<file path="config.mk">
export PLATFORM = sky130hd
export DESIGN_NAME = grouped_min_max_mean_stats
export DESIGN_NICKNAME = d
export VERILOG_FILES = /design/src/rtl/core/gmms_pkg.sv /design/src/rtl/core/gmms_front.sv /design/src/rtl/core/gmms_div.sv /design/src/rtl/core/gmms_back.sv /design/src/rtl/core/grouped_min_max_mean_stats.sv
export SDC_FILE = /design/constraint.sdc
export NUM_CORES = 2
export LEC_CHECK = 0
export BUFFER_PORTS_ARGS = -buffer_cell sky130_fd_sc_hd__clkbuf_2
export CAP_MARGIN = 40
export CORE_UTILIZATION = 64
export CTS_CLUSTER_DIAMETER = 40
export CTS_CLUSTER_SIZE = 20
export DETAILED_ROUTE_END_ITERATION = 8
export PLACE_DENSITY = 0.81
export SLEW_MARGIN = 20
export SYNTH_ARGS = -nofsm -noshare
export SYNTH_HDL_FRONTEND = slang
export SYNTH_HIERARCHICAL = 1
export SYNTH_SLANG_ARGS = --single-unit
</file>
<file path="constraint.sdc">
create_clock -name clock -period 7.75 [get_ports clock]
set_clock_uncertainty 0.05 [all_clocks]
set_input_delay 0.3875 -clock clock [delete_from_list [all_inputs] [get_ports clock]]
set_output_delay 0.3875 -clock clock [all_outputs]
set_load 0.01 [all_outputs]
</file>
<file path="src/rtl/core/gmms_pkg.sv">
// shared types and constants of the grouped min/max/mean statistics block
// no dependencies; imported by every module of the block
`default_nettype none

package gmms_pkg;

   // fixed field widths of the record and result transactions
   localparam int GROUP_W   = 4;
   localparam int TEMP_W    = 8;

   // quotient bits of the mean divider (the mean always fits in 8 bits)
   localparam int MEAN_BITS = 8;

   // queue between front and back
   localparam int QUEUE_DEPTH = 2;
   localparam int QPTR_W      = $clog2(QUEUE_DEPTH);

   // classified record as it travels through the queue
   typedef struct packed {
      logic                     hit;
      logic [GROUP_W-1:0]       index;
      logic signed [TEMP_W-1:0] temperature;
      logic                     is_last;
   } cmd_type;

   // back end sequencer
   typedef enum logic [2:0] {
      ST_FETCH,
      ST_UPDATE,
      ST_RPT_READ,
      ST_RPT_START,
      ST_RPT_WAIT,
      ST_TOT_START,
      ST_TOT_WAIT
   } back_state_type;

endpackage

`default_nettype wire

</file>
<file path="src/rtl/core/gmms_front.sv">
// front end: accepts record transactions, classifies the group, queues them
// depends on gmms_pkg
`default_nettype none

module gmms_front #(
   parameter int NUM_GROUPS = 12
) (
   input  wire logic                              clock,
   input  wire logic                              reset,
   input  wire logic                              req_valid,
   output logic                                   req_ready,
   input  wire logic [gmms_pkg::GROUP_W-1:0]      req_group,
   input  wire logic signed [gmms_pkg::TEMP_W-1:0] req_temperature,
   input  wire logic                              req_is_last,
   output logic                                   q_valid,
   output gmms_pkg::cmd_type                      q_cmd,
   input  wire logic                              q_pop
);
   import gmms_pkg::*;

   cmd_type                fifo_ff [QUEUE_DEPTH];
   logic [QPTR_W-1:0]      wr_ptr_ff, wr_ptr_in;
   logic [QPTR_W-1:0]      rd_ptr_ff, rd_ptr_in;
   logic [QPTR_W:0]        count_ff, count_in;
   logic                   push;
   cmd_type                cmd;

   // classification: only groups 1..NUM_GROUPS are accumulated
   always_comb begin
      cmd.hit         = (req_group != '0) && (7'(req_group) <= 7'(NUM_GROUPS));
      cmd.index       = req_group - GROUP_W'(1);
      cmd.temperature = req_temperature;
      cmd.is_last     = req_is_last;
   end

   assign req_ready = (count_ff != (QPTR_W+1)'(QUEUE_DEPTH));
   assign push      = req_valid && req_ready;
   assign q_valid   = (count_ff != '0);
   assign q_cmd     = fifo_ff[rd_ptr_ff];

   // pointer and fill count
   always_comb begin
      wr_ptr_in = push  ? wr_ptr_ff + 1'b1 : wr_ptr_ff;
      rd_ptr_in = q_pop ? rd_ptr_ff + 1'b1 : rd_ptr_ff;
      unique case ({push, q_pop})
         2'b10:   count_in = count_ff + 1'b1;
         2'b01:   count_in = count_ff - 1'b1;
         default: count_in = count_ff;
      endcase
   end

   always_ff @(posedge clock) begin
      if (reset) begin
         wr_ptr_ff <= '0;
         rd_ptr_ff <= '0;
         count_ff  <= '0;
      end else begin
         wr_ptr_ff <= wr_ptr_in;
         rd_ptr_ff <= rd_ptr_in;
         count_ff  <= count_in;
      end
   end

   // queue storage
   always_ff @(posedge clock) begin
      if (push) begin
         fifo_ff[wr_ptr_ff] <= cmd;
      end
   end

endmodule

`default_nettype wire

</file>
<file path="src/rtl/core/gmms_div.sv">
// iterative signed-by-unsigned divider for the mean, one quotient bit a cycle
// depends on gmms_pkg; quotient magnitude must stay below 2**MEAN_BITS
`default_nettype none

module gmms_div #(
   parameter int NUM_W = 34,
   parameter int DEN_W = 24
) (
   input  wire logic                    clock,
   input  wire logic                    reset,
   input  wire logic                    start,
   input  wire logic signed [NUM_W-1:0] dividend,
   input  wire logic [DEN_W-1:0]        divisor,
   output logic                         busy,
   output logic signed [gmms_pkg::MEAN_BITS-1:0] quotient
);
   import gmms_pkg::*;

   localparam int SH_W   = DEN_W + MEAN_BITS - 1;
   localparam int STEP_W = $clog2(MEAN_BITS);

   logic                   busy_ff, busy_in;
   logic [STEP_W-1:0]      step_ff, step_in;
   logic                   neg_ff, neg_in;
   logic [NUM_W-1:0]       rem_ff, rem_in;
   logic [SH_W-1:0]        dsh_ff, dsh_in;
   logic [MEAN_BITS-1:0]   q_ff, q_in;
   logic [NUM_W-1:0]       mag;
   logic [NUM_W-1:0]       dsh_ext;
   logic                   ge;

   assign mag     = dividend[NUM_W-1] ? (NUM_W'(~dividend) + NUM_W'(1)) : NUM_W'(dividend);
   assign dsh_ext = NUM_W'(dsh_ff);
   assign ge      = (rem_ff >= dsh_ext);

   // restoring step against the shifted divisor
   always_comb begin
      busy_in = busy_ff;
      step_in = step_ff;
      neg_in  = neg_ff;
      rem_in  = rem_ff;
      dsh_in  = dsh_ff;
      q_in    = q_ff;
      if (start) begin
         busy_in = 1'b1;
         step_in = STEP_W'(MEAN_BITS - 1);
         neg_in  = dividend[NUM_W-1];
         rem_in  = mag;
         dsh_in  = {divisor, {(MEAN_BITS-1){1'b0}}};
         q_in    = '0;
      end else if (busy_ff) begin
         rem_in = ge ? rem_ff - dsh_ext : rem_ff;
         dsh_in = dsh_ff >> 1;
         q_in   = {q_ff[MEAN_BITS-2:0], ge};
         step_in = step_ff - 1'b1;
         if (step_ff == '0) begin
            busy_in = 1'b0;
         end
      end
   end

   always_ff @(posedge clock) begin
      if (reset) begin
         busy_ff <= 1'b0;
      end else begin
         busy_ff <= busy_in;
      end
   end

   always_ff @(posedge clock) begin
      step_ff <= step_in;
      neg_ff  <= neg_in;
      rem_ff  <= rem_in;
      dsh_ff  <= dsh_in;
      q_ff    <= q_in;
   end

   assign busy     = busy_ff;
   assign quotient = neg_ff ? $signed(~q_ff + MEAN_BITS'(1)) : $signed(q_ff);

endmodule

`default_nettype wire

</file>
<file path="src/rtl/core/gmms_back.sv">
// back end: per-group store, read-modify-write of records, report sequencer
// depends on gmms_pkg and gmms_div
`default_nettype none

module gmms_back #(
   parameter int NUM_GROUPS = 12,
   parameter int COUNT_BITS = 20
) (
   input  wire logic                               clock,
   input  wire logic                               reset,
   input  wire logic                               q_valid,
   input  wire gmms_pkg::cmd_type                  q_cmd,
   output logic                                    q_pop,
   output logic                                    rsp_valid,
   input  wire logic                               rsp_ready,
   output logic [gmms_pkg::GROUP_W-1:0]            rsp_group_id,
   output logic [COUNT_BITS-1:0]                   rsp_record_count,
   output logic signed [gmms_pkg::TEMP_W-1:0]      rsp_min_value,
   output logic signed [gmms_pkg::TEMP_W-1:0]      rsp_max_value,
   output logic signed [gmms_pkg::MEAN_BITS-1:0]   rsp_mean_value,
   output logic                                    rsp_last_result
);
   import gmms_pkg::*;

   localparam int IDX_W    = (NUM_GROUPS > 1) ? $clog2(NUM_GROUPS) : 1;
   localparam int SUM_BITS = COUNT_BITS + TEMP_W;
   localparam int TSUM_W   = SUM_BITS + IDX_W;
   localparam int TCNT_W   = COUNT_BITS + IDX_W;

   back_state_type state_ff, state_in;
   cmd_type        cmd_ff;
   logic [IDX_W-1:0] rpt_idx_ff, rpt_idx_in;

   // group store
   logic [COUNT_BITS-1:0]      cnt_mem [NUM_GROUPS];
   logic signed [SUM_BITS-1:0] sum_mem [NUM_GROUPS];
   logic signed [TEMP_W-1:0]   min_mem [NUM_GROUPS];
   logic signed [TEMP_W-1:0]   max_mem [NUM_GROUPS];
   logic [NUM_GROUPS-1:0]      valid_ff;

   logic                       rd_en, wr_en, clr_valid;
   logic [IDX_W-1:0]           rd_addr, q_addr, cmd_addr;
   logic [IDX_W+GROUP_W-1:0]   q_wide, cmd_wide, id_wide;
   logic [COUNT_BITS-1:0]      rd_cnt_ff;
   logic signed [SUM_BITS-1:0] rd_sum_ff;
   logic signed [TEMP_W-1:0]   rd_min_ff, rd_max_ff;
   logic                       rd_valid_ff;

   logic [COUNT_BITS-1:0]      ent_cnt, new_cnt;
   logic signed [SUM_BITS-1:0] ent_sum, new_sum;
   logic signed [TEMP_W-1:0]   ent_min, ent_max, new_min, new_max;
   logic                       ent_empty, cnt_sat;

   // report totals
   logic [TCNT_W-1:0]          tot_cnt_ff;
   logic signed [TSUM_W-1:0]   tot_sum_ff;
   logic signed [TEMP_W-1:0]   tot_min_ff, tot_max_ff;
   logic                       seen_ff;
   logic                       tot_clr, tot_acc;

   // divider
   logic                       div_start, div_busy;
   logic signed [TSUM_W-1:0]   div_num;
   logic [TCNT_W-1:0]          div_den;
   logic signed [MEAN_BITS-1:0] div_q;

   // output register
   logic                       out_free, load_grp, load_tot;
   logic                       rsp_valid_ff;
   logic [GROUP_W-1:0]         rsp_group_ff;
   logic [COUNT_BITS-1:0]      rsp_count_ff;
   logic signed [TEMP_W-1:0]   rsp_min_ff, rsp_max_ff;
   logic signed [MEAN_BITS-1:0] rsp_mean_ff;
   logic                       rsp_last_ff;

   // group index to store address
   assign q_wide   = {{IDX_W{1'b0}}, q_cmd.index};
   assign cmd_wide = {{IDX_W{1'b0}}, cmd_ff.index};
   assign q_addr   = q_wide[IDX_W-1:0];
   assign cmd_addr = cmd_wide[IDX_W-1:0];
   assign id_wide  = {{GROUP_W{1'b0}}, rpt_idx_ff} + (IDX_W+GROUP_W)'(1);

   // entry as read; an entry never written since the last clear reads as zero
   assign ent_cnt   = rd_valid_ff ? rd_cnt_ff : '0;
   assign ent_sum   = rd_valid_ff ? rd_sum_ff : '0;
   assign ent_min   = rd_valid_ff ? rd_min_ff : '0;
   assign ent_max   = rd_valid_ff ? rd_max_ff : '0;
   assign ent_empty = (ent_cnt == '0);
   assign cnt_sat   = (ent_cnt == '1);

   // entry update; the sum cannot leave its range since the count saturates
   always_comb begin
      new_min = (ent_empty || (cmd_ff.temperature < ent_min)) ? cmd_ff.temperature : ent_min;
      new_max = (ent_empty || (cmd_ff.temperature > ent_max)) ? cmd_ff.temperature : ent_max;
      new_cnt = cnt_sat ? ent_cnt : ent_cnt + 1'b1;
      new_sum = cnt_sat ? ent_sum : ent_sum + SUM_BITS'(cmd_ff.temperature);
   end

   assign out_free = !rsp_valid_ff || rsp_ready;

   // sequencer: next state and controls
   always_comb begin
      state_in   = state_ff;
      rpt_idx_in = rpt_idx_ff;
      q_pop      = 1'b0;
      rd_en      = 1'b0;
      rd_addr    = rpt_idx_ff;
      wr_en      = 1'b0;
      clr_valid  = 1'b0;
      tot_clr    = 1'b0;
      tot_acc    = 1'b0;
      div_start  = 1'b0;
      div_num    = TSUM_W'(ent_sum);
      div_den    = TCNT_W'(ent_cnt);
      load_grp   = 1'b0;
      load_tot   = 1'b0;
      unique case (state_ff)
         ST_FETCH: begin
            rd_addr = q_addr;
            if (q_valid) begin
               q_pop    = 1'b1;
               rd_en    = 1'b1;
               state_in = ST_UPDATE;
            end
         end
         ST_UPDATE: begin
            wr_en = cmd_ff.hit;
            if (cmd_ff.is_last) begin
               tot_clr    = 1'b1;
               rpt_idx_in = '0;
               state_in   = ST_RPT_READ;
            end else begin
               state_in = ST_FETCH;
            end
         end
         ST_RPT_READ: begin
            rd_en    = 1'b1;
            state_in = ST_RPT_START;
         end
         ST_RPT_START: begin
            tot_acc   = 1'b1;
            div_start = 1'b1;
            state_in  = ST_RPT_WAIT;
         end
         ST_RPT_WAIT: begin
            if (!div_busy && out_free) begin
               load_grp = 1'b1;
               if (rpt_idx_ff == IDX_W'(NUM_GROUPS - 1)) begin
                  state_in = ST_TOT_START;
               end else begin
                  rpt_idx_in = rpt_idx_ff + 1'b1;
                  state_in   = ST_RPT_READ;
               end
            end
         end
         ST_TOT_START: begin
            div_num   = tot_sum_ff;
            div_den   = tot_cnt_ff;
            div_start = 1'b1;
            state_in  = ST_TOT_WAIT;
         end
         ST_TOT_WAIT: begin
            if (!div_busy && out_free) begin
               load_tot  = 1'b1;
               clr_valid = 1'b1;
               state_in  = ST_FETCH;
            end
         end
         default: begin
            state_in = ST_FETCH;
         end
      endcase
   end

   always_ff @(posedge clock) begin
      if (reset) begin
         state_ff <= ST_FETCH;
      end else begin
         state_ff <= state_in;
      end
   end

   always_ff @(posedge clock) begin
      rpt_idx_ff <= rpt_idx_in;
      if (q_pop) begin
         cmd_ff <= q_cmd;
      end
   end

   // store memory, registered read
   always_ff @(posedge clock) begin
      if (wr_en) begin
         cnt_mem[cmd_addr] <= new_cnt;
         sum_mem[cmd_addr] <= new_sum;
         min_mem[cmd_addr] <= new_min;
         max_mem[cmd_addr] <= new_max;
      end
      if (rd_en) begin
         rd_cnt_ff   <= cnt_mem[rd_addr];
         rd_sum_ff   <= sum_mem[rd_addr];
         rd_min_ff   <= min_mem[rd_addr];
         rd_max_ff   <= max_mem[rd_addr];
         rd_valid_ff <= valid_ff[rd_addr];
      end
   end

   // entry valid bits, cleared at once after each report
   always_ff @(posedge clock) begin
      if (reset || clr_valid) begin
         valid_ff <= '0;
      end else if (wr_en) begin
         valid_ff[cmd_addr] <= 1'b1;
      end
   end

   // totals over the report; min and max only over non-empty groups
   always_ff @(posedge clock) begin
      if (reset || tot_clr) begin
         tot_cnt_ff <= '0;
         tot_sum_ff <= '0;
         tot_min_ff <= '0;
         tot_max_ff <= '0;
         seen_ff    <= 1'b0;
      end else if (tot_acc) begin
         tot_cnt_ff <= tot_cnt_ff + TCNT_W'(ent_cnt);
         tot_sum_ff <= tot_sum_ff + TSUM_W'(ent_sum);
         if (!ent_empty) begin
            if (!seen_ff || (ent_min < tot_min_ff)) begin
               tot_min_ff <= ent_min;
            end
            if (!seen_ff || (ent_max > tot_max_ff)) begin
               tot_max_ff <= ent_max;
            end
            seen_ff <= 1'b1;
         end
      end
   end

   gmms_div #(
      .NUM_W (TSUM_W),
      .DEN_W (TCNT_W)
   ) u_div (
      .clock    (clock),
      .reset    (reset),
      .start    (div_start),
      .dividend (div_num),
      .divisor  (div_den),
      .busy     (div_busy),
      .quotient (div_q)
   );

   // result register
   always_ff @(posedge clock) begin
      if (reset) begin
         rsp_valid_ff <= 1'b0;
      end else if (load_grp || load_tot) begin
         rsp_valid_ff <= 1'b1;
      end else if (rsp_ready) begin
         rsp_valid_ff <= 1'b0;
      end
   end

   always_ff @(posedge clock) begin
      if (load_grp) begin
         rsp_group_ff <= id_wide[GROUP_W-1:0];
         rsp_count_ff <= ent_cnt;
         rsp_min_ff   <= ent_min;
         rsp_max_ff   <= ent_max;
         rsp_mean_ff  <= ent_empty ? '0 : div_q;
         rsp_last_ff  <= 1'b0;
      end else if (load_tot) begin
         rsp_group_ff <= '0;
         rsp_count_ff <= (|tot_cnt_ff[TCNT_W-1:COUNT_BITS]) ? '1
                                                              : tot_cnt_ff[COUNT_BITS-1:0];
         rsp_min_ff   <= tot_min_ff;
         rsp_max_ff   <= tot_max_ff;
         rsp_mean_ff  <= (tot_cnt_ff == '0) ? '0 : div_q;
         rsp_last_ff  <= 1'b1;
      end
   end

   assign rsp_valid        = rsp_valid_ff;
   assign rsp_group_id     = rsp_group_ff;
   assign rsp_record_count = rsp_count_ff;
   assign rsp_min_value    = rsp_min_ff;
   assign rsp_max_value    = rsp_max_ff;
   assign rsp_mean_value   = rsp_mean_ff;
   assign rsp_last_result  = rsp_last_ff;

endmodule

`default_nettype wire

</file>
<file path="src/rtl/core/grouped_min_max_mean_stats.sv">
// top level of the grouped min/max/mean statistics block
// depends on gmms_pkg, gmms_front and gmms_back
`default_nettype none

// Records (group, signed temperature, last flag) enter through a two-entry
// queue and are applied to a per-group store of count, sum, minimum and
// maximum; groups outside 1..NUM_GROUPS are dropped. Each record passes
// through the back end in ST_FETCH, which reads its group entry from the
// store memory, and ST_UPDATE, which writes it back; a new record is taken
// from the queue only once the last one is written back. A record flagged
// last is applied first and then starts the report: for every group one
// read, one start of the mean divider, a wait for the divider and the
// result register, and one load of the result register; then one start,
// wait and load for the total. With no back pressure on the result side,
// the divider, one quotient bit a cycle, sets the length of each wait.
// The store reads as empty after reset and after each report, with no
// clearing pass. The total result carries group 0 and last_result high.
module grouped_min_max_mean_stats #(
   parameter int NUM_GROUPS = 12,
   parameter int COUNT_BITS = 20
) (
   input  wire logic                                clock,
   input  wire logic                                reset,
   input  wire logic                                req_valid,
   output logic                                     req_ready,
   input  wire logic [gmms_pkg::GROUP_W-1:0]        req_group,
   input  wire logic signed [gmms_pkg::TEMP_W-1:0]  req_temperature,
   input  wire logic                                req_is_last,
   output logic                                     rsp_valid,
   input  wire logic                                rsp_ready,
   output logic [gmms_pkg::GROUP_W-1:0]             rsp_group_id,
   output logic [COUNT_BITS-1:0]                    rsp_record_count,
   output logic signed [gmms_pkg::TEMP_W-1:0]       rsp_min_value,
   output logic signed [gmms_pkg::TEMP_W-1:0]       rsp_max_value,
   output logic signed [gmms_pkg::MEAN_BITS-1:0]    rsp_mean_value,
   output logic                                     rsp_last_result
);
   import gmms_pkg::*;

   logic    q_valid;
   logic    q_pop;
   cmd_type q_cmd;

   // accept and classify
   gmms_front #(
      .NUM_GROUPS (NUM_GROUPS)
   ) u_front (
      .clock           (clock),
      .reset           (reset),
      .req_valid       (req_valid),
      .req_ready       (req_ready),
      .req_group       (req_group),
      .req_temperature (req_temperature),
      .req_is_last     (req_is_last),
      .q_valid         (q_valid),
      .q_cmd           (q_cmd),
      .q_pop           (q_pop)
   );

   // store update and report
   gmms_back #(
      .NUM_GROUPS (NUM_GROUPS),
      .COUNT_BITS (COUNT_BITS)
   ) u_back (
      .clock            (clock),
      .reset            (reset),
      .q_valid          (q_valid),
      .q_cmd            (q_cmd),
      .q_pop            (q_pop),
      .rsp_valid        (rsp_valid),
      .rsp_ready        (rsp_ready),
      .rsp_group_id     (rsp_group_id),
      .rsp_record_count (rsp_record_count),
      .rsp_min_value    (rsp_min_value),
      .rsp_max_value    (rsp_max_value),
      .rsp_mean_value   (rsp_mean_value),
      .rsp_last_result  (rsp_last_result)
   );

   // back end never pops an empty queue
   a_pop_nonempty: assert property (@(posedge clock) disable iff (reset)
      q_pop |-> q_valid)
      else $error("queue popped while empty");

   // queue only drains through a pop
   a_drain_by_pop: assert property (@(posedge clock) disable iff (reset)
      $fell(q_valid) |-> $past(q_pop))
      else $error("queue lost a transaction");

   // the total result is group zero
   a_total_id: assert property (@(posedge clock) disable iff (reset)
      (rsp_valid && rsp_last_result) |-> (rsp_group_id == '0))
      else $error("total result with nonzero group");

   // minimum never exceeds maximum in any result
   a_min_le_max: assert property (@(posedge clock) disable iff (reset)
      rsp_valid |-> (rsp_min_value <= rsp_max_value))
      else $error("result minimum above maximum");

endmodule

`default_nettype wire
</file>
==> out/metrics.csv <==
stage,metric,value,unit
critical_path,"slowest stage delay, CP",840,ps
route,Post-route DRC,0,
clocking,CTS tree,yes,
critical_path,Crit Path Max Fanout,94,
logic_synthesis,Syn Area/Cell,10.64,um^2
final_layout,Layout area overhead,11.57,%
logic_synthesis,leading post-synthesis cells by instance count,"1122 x nand2_1, 984 x edfxtp_1, 318 x nand3_1",
logic_synthesis,"Cell Area, Synth",0.05302,mm^2
logic_synthesis,most common cell in the netlist,nand2_1,
pwr,internal cell power,14.83,mW
critical_path,CP top delay family,compound AO/OA/AOI/OAI gates,
critical_path,FF-to-FF path depth,12,
logic_synthesis,"top cells by area, synth","edfxtp_1 56%, nand2_1 7.9%, dfxtp_1 4.3%",
placed_design,Placed Cells,5875,
final_layout,fraction of final layout cells sized beyond drive strength 1,0.09912,
pwr,switching power,9.373,mW
route,via count,40110,
pwr,Net Sw Frac,0.3872,
worst_hold_path,hold crit path type,input port to flop,
placed_design,dpl hpwl,83.76,mm
die,Starting Density,0.6467,
logic_synthesis,Post-Synthesis Cells,4982,
clocking,H-tree levels,4,
die,core area,0.08198,mm^2
pwr,Power Total,24.21,mW
logic_synthesis,synth unique cells,104,
placed_design,dpl cell area,0.05436,mm^2
die,Die Span Y,289.8,um
pwr,part of the power in combinational logic,0.373,
final_layout,Post-Layout Cell Count,6156,
timing,FMAX,201.4,MHz
global_route,pin count of the biggest net entering global routing,177,
logic_synthesis,Post-synth ARST share,0,
logic_synthesis,Yosys reg bits,1098,
final_layout,final instance area,0.05915,mm^2
timing,RSZ-0062 raised after global routing,false,
placed_design,port bufs,67,
clocking,clock sink total,1098,
pwr,clock power share,0.253,
clocking,root buf cell,clkbuf_16,
critical_path,Setup crit end kind,flop,
critical_path,RR Endpoint,u_back/sum_mem[10][21]$_DFFE_PP_,
die,Top Ports,68,
pwr,Pleak,21.38,nW
timing,Final Setup Violations,0,
global_route,vias in the first global route,37820,
final_layout,Reg area,0.03183,mm^2
timing,Final period util,0.6408,
timing,Slew headroom,0.2356,
placed_design,RD Place Congestion,0.9669,
pwr,Worst VDD drop,0.0004145,V
worst_hold_path,Hold Path End,u_front/fifo_ff[0][12]$_DFFE_PP_,
route,DRT iter0 DRCs,5332,
run_status,outcome,"complete, no violations",
route,Detailed Route WL,141.8,mm
run,max_cap viols,0,
global_route,first-pass GRT wire length,214.7,mm
critical_path,worst path cell trace,buf_12 > inv_2 > buf_4 > nor4b_2 > o31ai_1 > o221ai_4 > and3_4 > o21ai_2 > or4b_4 > o221ai_1 > xnor2_1 > a21oi_1,
final_layout,fillers,5333,
timing,fin crit period,4966,ps
clocking,clock slew at reported path FFs,60,ps
logic_synthesis,leading area contributor after synthesis,edfxtp_1,
logic_synthesis,post-synthesis sequential area ratio,0.6004,
critical_path,Worst Path Required,8090,ps
global_route,Total GRT Usage,0.3303,
critical_path,reg2reg start,u_back/rd_valid_ff$_DFFE_PP_,
final_layout,area of the multi-input gates,0.01955,mm^2
critical_path,slowest CP cell,edfxtp_1,
logic_synthesis,Yosys Warn Count,6,
timing,count of final hold-check violations,0,
clocking,cts bufs inserted,131,
worst_hold_path,hold path cells,3,
die,# rows,105,
die,die area,0.08399,mm^2
timing,Final WS setup,2784,ps
route,DRT Pass-1 Iters,9,
route,wire per inst,23.03,um
logic_synthesis,top cell type's share of synthesized area,0.5573,
placed_design,post-place setup slack,2844,ps
final_layout,Layout Nets,5108,
pwr,Flop pwr share,0.374,
clocking,worst skew pair latency,730,ps
critical_path,Startpoint Class,flop,
global_route,GR Overflow Total,0,
logic_synthesis,"Top FF cell, synth",edfxtp_1,
critical_path,R2R setup slack,2780,ps
critical_path,CP bufs+invs,3,
pwr,Power Density,409.2,mW/mm^2
global_route,antenna violations before repair,3,
logic_synthesis,Synth Net Count,5107,
timing,Pins Over Slew Limit,0,
route,Vias/cell,6.516,
timing,Slew @ Worst Pin,1147,ps
die,Chip Width,289.8,um
critical_path,"Arr. time, crit path",5310,ps
worst_hold_path,Worst Hold Launch,req_group[1],
clocking,Max clock buf depth,3,
logic_synthesis,"EDFF count, synth",984,
critical_path,WS Path Type,flop to flop,
route,number of routed nets with antenna violations,0,
timing,TNS Setup,0,ps
==> stage by stage <==
step	util	hold WS, ps
after CTS	0.7185	90.65
after global placement	0.6597	392.6
final	0.7215	126.7
after floorplan	-	385.4
after global routing	0.7215	137.0
after detailed placement	0.6631	400.6
==> layout make-up <==
class	instances	area share
Multi-Input combinational cell	3420	0.3305
Antenna cell	1	0.00004231
Timing Repair Buffer	195	0.02585
Tap cell	1070	0.02263
Clock inverter	89	0.01614
Inverter	137	0.008694
Sequential cell	1098	0.5382
Clock buffer	146	0.05796
==> state kept, by name, indices dropped and copies added (netlist names), 10 cells and up, named ones only <==
| signal | flops |
|---|---|
| u_front/fifo_ff | 28 |
| u_back/valid_ff | 12 |
| u_back/sum_mem | 336 |
| u_back/rsp_record_count | 20 |
| u_back/min_mem | 96 |
| u_back/cnt_mem | 240 |
| u_back/u_div/rem_ff | 32 |
| u_back/rd_cnt_ff | 20 |
| u_back/rd_sum_ff | 28 |
| u_back/tot_sum_ff | 32 |
| u_back/u_div/dsh_ff | 31 |
| u_back/tot_cnt_ff | 24 |
| u_back/max_mem | 96 |
| u_back/cmd_ff | 10 |
==> logic make-up (layout without fill, tap and decap cells) <==
kind of cell,after synthesis,count (layout),share of synthesized area
AO/OA/AOI/OAI,978,978,0.1161
XOR/XNOR,180,180,0.02974
adder cells (fa/ha/maj),121,121,0.02825
buffers and inverters,464,567,0.03465
flip-flops,1098,1098,0.6004
multiplexers,85,85,0.01704
other,0,1,0
AND/OR/NAND/NOR,2056,2056,0.1739
==> metal layers <==
metal  GRT usage  share of wire
met1      0.4477           0.38
met2      0.5133           0.46
met3     0.05951           0.12
met4      0.1738          0.047
met5           0              0
==> how the worst max path moves through the flow <==
stage	startpoint	end	slack (ps)	cells after the start
3_3_place_gp	u_back/rd_valid_ff$_DFFE_PP_	u_back/cnt_mem[0][10]$_DFFE_PP_	2980	11
4_1_cts	u_back/rd_valid_ff$_DFFE_PP_	u_back/cnt_mem[5][10]$_DFFE_PP_	2850	11
3_5_place_dp	u_back/rd_valid_ff$_DFFE_PP_	u_back/cnt_mem[0][10]$_DFFE_PP_	2840	11
5_1_grt	u_back/rd_valid_ff$_DFFE_PP_	u_back/sum_mem[8][21]$_DFFE_PP_	2550	12
2_1_floorplan	u_back/state_ff[0]$_SDFFE_PP0P_	u_back/cnt_mem[0][0]$_DFFE_PP_	1320	5
6_report	u_back/rd_valid_ff$_DFFE_PP_	u_back/sum_mem[10][21]$_DFFE_PP_	2780	12
==> placed cells by master, fill, tap and decap left out, types with 28 or more instances in the layout <==
cell | synthesis | final
o21ai_1 | 34 | 36
a21oi_1 | 308 | 307
nor2_1 | 227 | 217
nand3_1 | 318 | 317
mux2_2 | 32 | 30
nand2_1 | 1122 | 1122
dfxtp_1 | 114 | 113
buf_4 | 4 | 63
a31oi_1 | 85 | 85
ha_1 | 106 | 106
a311oi_1 | 68 | 68
inv_1 | 135 | 135
and3_1 | 88 | 88
o21a_1 | 37 | 36
and2_1 | 31 | 31
nor3_1 | 37 | 34
edfxtp_1 | 984 | 984
xnor2_1 | 135 | 135
a21o_1 | 38 | 37
or3_1 | 35 | 35
nand2b_1 | 62 | 61
xor2_1 | 45 | 45
o21ai_0 | 220 | 218
mux2i_1 | 52 | 48
clkbuf_2 | 1 | 68
nand4_1 | 28 | 28
clkbuf_16 | 0 | 134
==> power groups by stage <==
stage,combinational [mW],sequential [mW],clock (mW)
after global routing,9.73,9.09,6.41
after floorplan,6.25,8.75,0
after global placement,8.09,9.14,0
final,9.02,9.06,6.13
after detailed placement,8.48,9.15,0
after CTS,8.60,9.03,6.17
==> worst min-delay path, delay by kind of cell <==
family,cells,cell delay [ps]
xor gates and xnor gates,1,150
buffers and inverters,1,120
and+or+nand+nor,1,60
==> repair_timing <==
item,in CTS,in global routing
hold buffers,16,0
endpoints found under the setup margin,0,0
endpoints found under the hold margin,27,0
buffers inserted,0,0
resized for setup,0,0
Power figures use the tool's default switching activity.
